File: config.mk
export PLATFORM = sky130hd
export DESIGN_NAME = atc_div
export DESIGN_NICKNAME = d
export VERILOG_FILES = /design/src/rtl/atlas_tile_cache_lru_unit_defines.svh /design/src/rtl/atc_pkg.sv /design/src/rtl/atc_div.sv
export SDC_FILE = /design/constraint.sdc
export NUM_CORES = 1
export LEC_CHECK = 0
export BUFFER_PORTS_ARGS = -buffer_cell sky130_fd_sc_hd__clkbuf_2
export CAP_MARGIN = 0
export CORE_UTILIZATION = 50
export CTS_BUF_LIST = sky130_fd_sc_hd__clkbuf_2
export DETAILED_ROUTE_END_ITERATION = 10
export GPL_ROUTABILITY_DRIVEN = 0
export PLACE_DENSITY = 0.75
export SYNTH_ARGS = -nofsm -noshare
export SYNTH_HDL_FRONTEND = slang
export SYNTH_SLANG_ARGS = --single-unit
File: constraint.sdc
create_clock -name clk_i -period 4.6 [get_ports clk_i]
set_input_delay 0.69 -clock clk_i [delete_from_list [all_inputs] [get_ports clk_i]]
set_output_delay 0.69 -clock clk_i [all_outputs]
set_load 0.01 [all_outputs]
File: src/rtl/atlas_tile_cache_lru_unit_defines.svh
// Assertion macros for the atlas tile cache.
`ifndef ATLAS_TILE_CACHE_LRU_UNIT_DEFINES_SVH
`define ATLAS_TILE_CACHE_LRU_UNIT_DEFINES_SVH
`ifndef ASSERT_OFF
`define ATC_ASSERT(lbl, prop, msg) \
  lbl: assert property (@(posedge clk_i) disable iff (!rst_ni) prop) else $error(msg);
`define ATC_ASSERT_ALWAYS(lbl, prop, msg) \
  lbl: assert property (@(posedge clk_i) prop) else $error(msg);
`else
`define ATC_ASSERT(lbl, prop, msg)
`define ATC_ASSERT_ALWAYS(lbl, prop, msg)
`endif
`endif

File: src/rtl/atc_pkg.sv
// Shared types and constants of the atlas tile cache.
`timescale 1ns / 1ps
package atc_pkg;

  localparam int MaxTiles = 256;
  localparam int Slots    = 1024;
  localparam int TileW    = 8;
  localparam int SlotW    = 10;
  localparam int CntW     = 9;

  typedef enum logic [1:0] {
    ACT_ACQUIRE     = 2'd0,
    ACT_BEGIN_FRAME = 2'd1,
    ACT_INIT        = 2'd2
  } action_e;

  typedef enum logic [1:0] {
    ST_READY  = 2'd0,
    ST_WAIT   = 2'd1,
    ST_UNSUPP = 2'd2,
    ST_DONE   = 2'd3
  } status_e;

  localparam logic [1:0] REG_TILES_PER_ROW = 2'd0;
  localparam logic [1:0] REG_TILE_SIZE     = 2'd1;
  localparam logic [1:0] REG_FILL_BUDGET   = 2'd2;

  typedef struct packed {
    logic [1:0]  action;
    logic [9:0]  texture_slot;
    logic [31:0] identity_code;
    logic        is_supported;
    logic [31:0] frame_number;
  } item_t;

  typedef struct packed {
    logic [1:0]  status;
    logic [7:0]  tile_index;
    logic        needs_fill;
    logic [12:0] fill_x;
    logic [12:0] fill_y;
    logic        evicted;
    logic [8:0]  tiles_in_use;
  } result_t;

  typedef struct packed {
    logic              present;
    logic [32:0]       identity;
    logic              tile_vld;
    logic [TileW-1:0]  tile;
    logic [31:0]       last_seen;
    logic [31:0]       checked;
  } slot_rec_t;

  typedef struct packed {
    logic             vld;
    logic [SlotW-1:0] slot;
  } owner_t;

  typedef struct packed {
    logic             start;
    logic [TileW-1:0] dividend;
    logic [4:0]       divisor;
  } div_req_t;

endpackage

File: src/rtl/atc_div.sv
// Restoring divider of a tile number by the row length, one quotient bit per cycle.
`timescale 1ns / 1ps
module atc_div (
  input  logic                        clk_i,
  input  logic                        rst_ni,
  input  atc_pkg::div_req_t           req_i,
  output logic [atc_pkg::TileW-1:0]   quotient_o,
  output logic [4:0]                  remainder_o,
  output logic                        done_o
);

  logic [atc_pkg::TileW-1:0] quo_q, quo_d;
  logic [4:0]                rem_q, rem_d;
  logic [4:0]                div_q, div_d;
  logic [3:0]                cnt_q, cnt_d;
  logic                      run_q, run_d;
  logic                      done_q, done_d;
  logic [5:0]                trial;
  logic                      take;

  assign trial = {rem_q, quo_q[atc_pkg::TileW-1]};
  assign take  = trial >= {1'b0, div_q};

  always_comb begin
    quo_d  = quo_q;
    rem_d  = rem_q;
    div_d  = div_q;
    cnt_d  = cnt_q;
    run_d  = run_q;
    done_d = 1'b0;
    if (req_i.start) begin
      quo_d = req_i.dividend;
      rem_d = '0;
      div_d = req_i.divisor;
      cnt_d = '0;
      run_d = 1'b1;
    end else if (run_q) begin
      // Shift in one dividend bit and subtract when the divisor fits.
      rem_d = take ? 5'(trial - {1'b0, div_q}) : trial[4:0];
      quo_d = {quo_q[atc_pkg::TileW-2:0], take};
      cnt_d = cnt_q + 4'd1;
      if (cnt_q == 4'(atc_pkg::TileW - 1)) begin
        run_d  = 1'b0;
        done_d = 1'b1;
      end
    end
  end

  always_ff @(posedge clk_i or negedge rst_ni) begin
    if (!rst_ni) begin
      run_q  <= 1'b0;
      done_q <= 1'b0;
      cnt_q  <= '0;
    end else begin
      run_q  <= run_d;
      done_q <= done_d;
      cnt_q  <= cnt_d;
    end
  end

  always_ff @(posedge clk_i) begin
    quo_q <= quo_d;
    rem_q <= rem_d;
    div_q <= div_d;
  end

  assign quotient_o  = quo_q;
  assign remainder_o = rem_q;
  assign done_o      = done_q;

endmodule

# After elaboration in Yosys (flattened, before gate mapping)
# Index checks and enable logic that the tools add are counted.
[totals]
mem_bits_rw = 0
latchBits = 0
word_cells = 22
rom_bits = 0
output_inout_bits = 14
regBits = 24
mem_count = 0
input_bits = 16
[classes]
order_cmp = 1
n_eq_ne = 1
mul = 0
bitwise = 0
mux = 11
add_sub_neg = 2
reduce_logical = 1
div_mod_pow = 0
shifts = 0
[ops]
columns = ["cell", "n"]
rows = [
  ["$mux W8", 2],
  ["$mux W4", 2],
  ["$ge A6 B5 Y1", 1],
  ["$mux W1", 6],
  ["$mux W5", 1],
  ["$sub A5 B5 Y5", 1],
  ["$add A4 B1 Y4 const B", 1],
  ["$eq A4 B3 Y1 const B", 1],
  ["$reduce_bool A2 Y1", 1],
]

# Longest topological paths before layout
# Gate-level depths: netlist of run 1.
[depth]
depth_word = 4
depth_mapped = 8
mapped_depth_nobuf = 8

# Worst setup path after synthesis of run 1
# No wires, ideal clock.
[synth_path]
path_kind = "register -> register"
start = "register quo_q (netlist bit quotient_o[7])"
end = "register rem_q[3], in the netlist remainder_o[3]"
path_buffers = 0
required_time_ns = 4.478
setup_time_ns = 0.122
path_stages_with_launch = 9
arrival_ns = 1.894
period_less_slack_ns = 2.016
slack_ns = 2.584
cell_sequence = "edfxtp_1 -> inv_1 -> ha_1 -> inv_1 -> fa_1 -> a211o_1 -> o211ai_2 -> a2111oi_1 -> a311o_1"
[synth_between]
elab_chain_len = 2
elab_cells_between_ends = 3
classes_between = "add/sub (1); order compare (1); mux (1)"
[synth_rtl]
columns = ["item", "line", "source"]
rows = [
  ["from (decl)", "atc_div.sv:12", "logic [atc_pkg::TileW-1:0] quo_q, quo_d;"],
  ["from (signal assigned)", "atc_div.sv:62", "quo_q <= quo_d;"],
  ["$sub A5 B5 Y5 / $ge A6 B5 Y1 (equally long branches)", "atc_div.sv:39, atc_div.sv:22", ""],
  ["$mux W5 (*)", "atc_div.sv:39", "rem_d = take ? 5'(trial - {1'b0, div_q}) : trial[4:0];"],
  ["to (signal assigned)", "atc_div.sv:63", "rem_q <= rem_d;"],
  ["to (decl)", "atc_div.sv:13", "logic [4:0] rem_q, rem_d;"],
]
# Every way passes the cells marked *; elsewhere a longest branch is shown, timed or not.
# A chain may end at the register's enable or synchronous reset.

# Worst setup path in the final report of run 1
# Ends and elaborated chain as after synthesis.

==> flow_summary.ini, run 1 <==
[clocking]
cts_root_buffer = clkbuf_2
cts_htree_levels = 1
clock_latency_ns = 0.34
cts_buffer_depth = 2
cts_setup_buffers = 0
cts_tree = built
cts_made_buffers = 3
ctsResizeCount = 0
cts_hold_buf = 0
cts.sinks = 24
clkSlewWorstSetupHoldPaths_ns = 0.23

[die]
start_util_pct = 54.4
die_x_um = 51.8
fp.dieArea_um2 = 2680
io_pins = 30
rows = 17
die_y_um = 51.8
coreArea_um2 = 2280

[min_path]
hold_path_class = in2async

[pwr]
p_comb_share_pct = 36.1
max-vdd-ir-drop_v = 0.000270
cellLeakagePower_nw = 0.652
power_frac_seq_pct = 43.3
power-per-cell-area_nw_per_um2 = 468
p_clk_share_pct = 20.5
intPower_w = 0.000447
p_sw_w = 0.000227
swShare_pct = 33.6

[synthesis]
ys_types = 40
netlist_top_cells_area = edfxtp_1, dfrtp_1, dfxtp_1
synth_fp_nets = 127
synth-edff-count = 13
avgSynthCellArea_um2 = 11.9
ys_seq_area_share_pct = 51.8
yosysWarnings = 0
ys_async_sr_fraction_pct = 25.0
ys_ff_latch = 24
synth_area_um2 = 1240
syn-instance-count = 104
synth_flop_cell = edfxtp_1
synth_top_area_share_pct = 31.5
yosysTopAreaCell = edfxtp_1

[timing]
fin_crit_sh_pct = 46.8
tightestPinTransition_ns = 0.526
hold_violations = 0
worst_hold_slack_ns = 0.117
max_freq_mhz = 465
skew_ns = 0.0117
tns_ns = 0
setup_viol = 0
layout_min_cycle_time_ns = 2.15
slew_headroom_pct = 64.9
slew_viol_final = 0
rsz0062_at_grt = no

[critical_path]
required_ns = 4.87
cp-start-kind = flip-flop
critPathMostFrequentCell = inv_1
cp_max_fo = 7
cp-end-kind = flip-flop
slowest_stage = edfxtp_1
arrival_ns = 2.42
crit_chain = inv_1 > ha_1 > inv_1 > fa_1 > a211o_1 > o211ai_2 > a2111oi_1 > a311o_1
cpPeakStageDelay_ns = 0.47
worstSetupPathType = reg2reg

[route]
wl_per_cell_um = 14.5
dr.pass1.iters = 6
drt_iter0_drc = 21
drt-vias-per-instance = 5.57
drc = 0
routed_wl_mm = 2.33
drtAntennaViolNets = 0
vias = 897

[grt]
grt_pass1_wl_mm = 3.95
grt_pass1_vias = 889
grtUsageTotal_pct = 20.2
antenna_found_initial = 0
grt_max_degree = 25
overflow = 0

[cells_and_area]
areaGrowthSynthToFinish_pct = 16.3
num_antenna_cells = 0
nNetsFinal = 157
final_layout_size_suffix_gt1_share_pct = 29.3

[place]
io_buffer_count = 29
dp.final_hpwl_mm = 1.79

[flow_run]
drv_cap = 0

[outcome]
status = finished clean
[path summary, 6_finish.rpt]
| check | cells past startpoint | slack, ns | start | endpoint |
|---|---|---|---|---|
| setup / recovery | 8 | 2.45 | quotient_o[7] | remainder_o[3] |
| hold / removal | 1 | 0.12 | rst_ni | cnt_q[2] |
| setup reg to reg | 8 | 2.45 | quotient_o[7] | remainder_o[3] |
| hold reg to reg | 2 | 0.53 | remainder_o[2] | remainder_o[2] |
| max in group asynchronous | 1 | 4.33 | rst_ni | cnt_q[0] |
| min in group clk_i | 1 | 0.51 | req_i[1] | div_q[1] |
[Yosys cell counts, types with 2 or more instances]
cell and count:
nor3_1 2, nand3b_1 2, ha_1 6, a21o_1 2, clkbuf_1 2, a21oi_1 5, xor2_1 3, inv_1 10
nand2_1 2, mux2_1 6, a311oi_1 3, dfxtp_1 5, nand3_1 3, dfrtp_1 6, nor2_1 10, edfxtp_1 13
[area by class of cell]
type | instances | area, um^2
multi-input cells | 66 | 536
flip-flops and latches | 24 | 641
clock inverters | 1 | 30.0
inverters | 10 | 37.5
clock buffers | 3 | 15.0
well taps | 28 | 35.0
fillers | 179 | 837
repair buffers | 29 | 145
[metal layers]
| layer | up-vias | share of wire, % | GRT usage [%] |
|---|---|---|---|
| li1 | 441 | - | - |
| met1 | 436 | 44 | 25.3 |
| met2 | 18 | 52 | 34.0 |
| met3 | 2 | 3.0 | 4.09 |
| met4 | 0 | 0.39 | 8.11 |
| met5 | - | 0 | 0 |
[cells in the final DEF (no fill, tap or decap), types with 2 or more instances in the layout]
cell	Yosys	routed
edfxtp_1	13	13
mux2_1	6	6
a21o_1	2	2
dfxtp_1	5	5
a311oi_1	3	3
nand3b_1	2	2
clkbuf_2	0	32
nor2_1	10	10
dfrtp_1	6	6
ha_1	6	6
inv_1	10	10
a21oi_1	5	5
nor3_1	2	2
nand2_1	2	2
xor2_1	3	3
nand3_1	3	3
[worst max-delay path: cells and delay by family (launching register included)]
kind / cells / cell delay, ns
compound gates: 4 / 0.90
flops: 1 / 0.47
buf+inv: 2 / 0.13
fa+ha+maj: 2 / 0.57
[power groups by stage]
stage,Clock (W),Sequential [W],Combinational [W]
finish,0.000138,0.000292,0.000243
detailed placement,0,0.000298,0.000239
CTS,0.000141,0.000293,0.000241
global placement,0,0.000297,0.000234
global route,0.000151,0.000298,0.000268
floorplan,0,0.000305,0.000168
[through the flow]
stage | utilization (%) | cell area [um^2] | setup WS, ns | power, W | instances
final | 63.2 | 1440 | 2.45 | 0.000674 | 161
after global routing | 63.2 | 1440 | 2.34 | 0.000717 | 161
after CTS | 63.2 | 1440 | 2.45 | 0.000675 | 161
after detailed placement | 61.2 | 1390 | 2.49 | 0.000537 | 157
after global placement | 61.2 | 1390 | 2.58 | 0.000531 | 157
after floorplan | - | 1240 | 2.58 | 0.000473 | 104
[flip-flops by register name, summed over array words and instances (netlist names)]
| signal | cells |
|---|---|
| run_q | 1 |
| div_q | 5 |
| cnt_q | 4 |
| done_o | 1 |
| quotient_o | 8 |
| remainder_o | 5 |
[cell families after synthesis]
group                      after synthesis  share of synthesized area, %
AOI/OAI and AO/OA                       22                          15.3
xor gates and xnor gates                 4                          2.83
adders and majority gates                7                          7.68
buffers and inverters                   14                          4.95
DFF                                     24                          51.8
muxes                                    8                          7.18
and+or+nand+nor                         25                          10.3
No activity file was read; power rests on OpenSTA's default activity.
==> run 2, diff against run 1 <==
Clock period 4.6 ns to 2 ns, I/O delays scaled along.
==> run 2 against run 1 <==
  * The flow now finishes with violations (negative setup slack)
  * Register-to-register slack worse by 2.5 ns
  * Clock power is 35% higher
  * Cell area rose by 5.4%
  * Sequential power up 130%
  * Global-route usage up 1.4 points
  * Combinational power rose to 2.7 times the previous value
  * Sequential share of layout area is 2.3 points lower
  * Utilization grew 3.4 points
  * Total power rose by 130%
  * Clock skew decreased by 0.0094 ns
  * Critical path type unchanged
  * Critical endpoint unchanged
  * Largest cell class unchanged
==> flow_summary.ini, run 2 (synthesis gave the netlist of run 1 again) <==
[outcome]
status = complete, but fails checks
violations = negative setup slack

[critical_path]
arrival_ns = 2.29
cp-end-kind = flip-flop
cp-start-kind = flip-flop
worst-r2r-cell-count = 8
slowest_stage = edfxtp_1
crit_chain = inv_1 > ha_2 > inv_2 > fa_2 > a211o_1 > o211ai_4 > a2111oi_4 > a311o_1
cpPeakStageDelay_ns = 0.44
cp_max_fo = 5
required_ns = 2.26
worstSetupPathType = reg2reg

[die]
coreArea_um2 = 2280
io_pins = 30
fp.dieArea_um2 = 2680
die_x_um = 51.8
die_y_um = 51.8
rows = 17
start_util_pct = 54.4

[cells_and_area]
nNetsFinal = 163
largest_reg_flops = 8
areaGrowthSynthToFinish_pct = 22.5
num_antenna_cells = 0
final_common_cell = clkbuf_2
final_cell_mix = clkbuf_2, edfxtp_1, nor2_1
layout.cells.non_filler = 167
stdcell_area_um2 = 1520
finalCoreUtilization_pct = 66.6
final_layout_size_suffix_gt1_share_pct = 36.7

[grt]
antenna_found_initial = 0
overflow = 0
grtUsageTotal_pct = 21.6
grt_max_degree = 14
grt_pass1_wl_mm = 4.17
grt_pass1_vias = 947

[timing]
slew_viol_final = 0
fin_ws_ns = -0.0264
max_freq_mhz = 493
hold_violations = 0
tightestPinTransition_ns = 0.434
skew_ns = 0.00229
tns_ns = -0.0765
setup_viol = 4
layout_min_cycle_time_ns = 2.03
slew_headroom_pct = 71.0
fin_crit_sh_pct = 101
rsz0062_at_grt = yes

[min_path]
whs_path_depth = 1
hold_path_class = in2reg

[clocking]
clkSlewWorstSetupHoldPaths_ns = 0.21
clock_latency_ns = 0.34
cts_htree_levels = 1
cts_made_buffers = 3
cts_root_buffer = clkbuf_2
cts_buffer_depth = 2
cts.sinks = 24
cts_tree = built

[place]
dp.final_hpwl_mm = 1.97
io_buffer_count = 29
place_inst = 161
place_area_um2 = 1430

[route]
drt-vias-per-instance = 5.61
wl_per_cell_um = 15.6
drc = 0
drt_iter0_drc = 17
drtAntennaViolNets = 0
dr.pass1.iters = 4
vias = 937
routed_wl_mm = 2.61

[pwr]
fin_total_pwr_w = 0.00153
power-per-cell-area_nw_per_um2 = 1010
cellLeakagePower_nw = 0.674
max-vdd-ir-drop_v = 0.000613

[flow_run]
drv_cap = 0
[run 2: where the power goes]
part | switching [W] | total (W) | internal [W]
Combinational | 0.000366 | 0.000665 | 0.000299
Sequential | 0.0000728 | 0.000678 | 0.000605
Clock | 0.000142 | 0.000186 | 0.0000435
Total | 0.000581 | 0.00153 | 0.000947
[run 2: cell type report]
type	instances	area (um^2)
multi-input cells	66	588
repair buffers	35	196
clock buffers	3	15.0
inverters	10	37.5
well taps	28	35.0
flip-flops and latches	24	641
fillers	173	759
clock inverters	1	3.75
[run 2: worst paths after layout]
path	from	endpoint	slack (ns)
min in group asynchronous	rst_ni	cnt_q[0]	0.27
hold / removal	req_i[3]	div_q[3]	0.12
max in group asynchronous	rst_ni	done_o	1.59
setup reg to reg	quotient_o[7]	remainder_o[3]	-0.03
setup / recovery	quotient_o[7]	remainder_o[3]	-0.03
hold reg to reg	remainder_o[2]	remainder_o[2]	0.53
[run 2: worst max-delay path, delay by kind of cell (launching register included)]
kind / cells / cell delay (ns)
buf+inv: 2 / 0.11
fa+ha+maj: 2 / 0.52
flops: 1 / 0.44
compound gates: 4 / 0.88
[run 2: timing repair]
item	4_1_cts	5_1_grt
hold endpoints to repair	6	0
hold buffers	1	0
setup buffers	0	1
endpoints found under the setup margin	1	6
gates resized for setup	1	9
pin swaps	0	5
[run 2: per-layer routing]
metal / global-route usage, % / part of all wire (%)
met1: 26.8 / 44
met2: 37.7 / 53
met3: 3.51 / 3.0
met4: 7.66 / 0.61
met5: 0 / 0
[run 2: metrics by stage]
stage	setup slack, ns	hold WS (ns)
finish	-0.0264	0.117
global route	-0.122	0.0974
CTS	-0.00166	0.120
detailed placement	0.0214	0.130
global placement	0.0954	0.128
floorplan	0.0453	0.00441
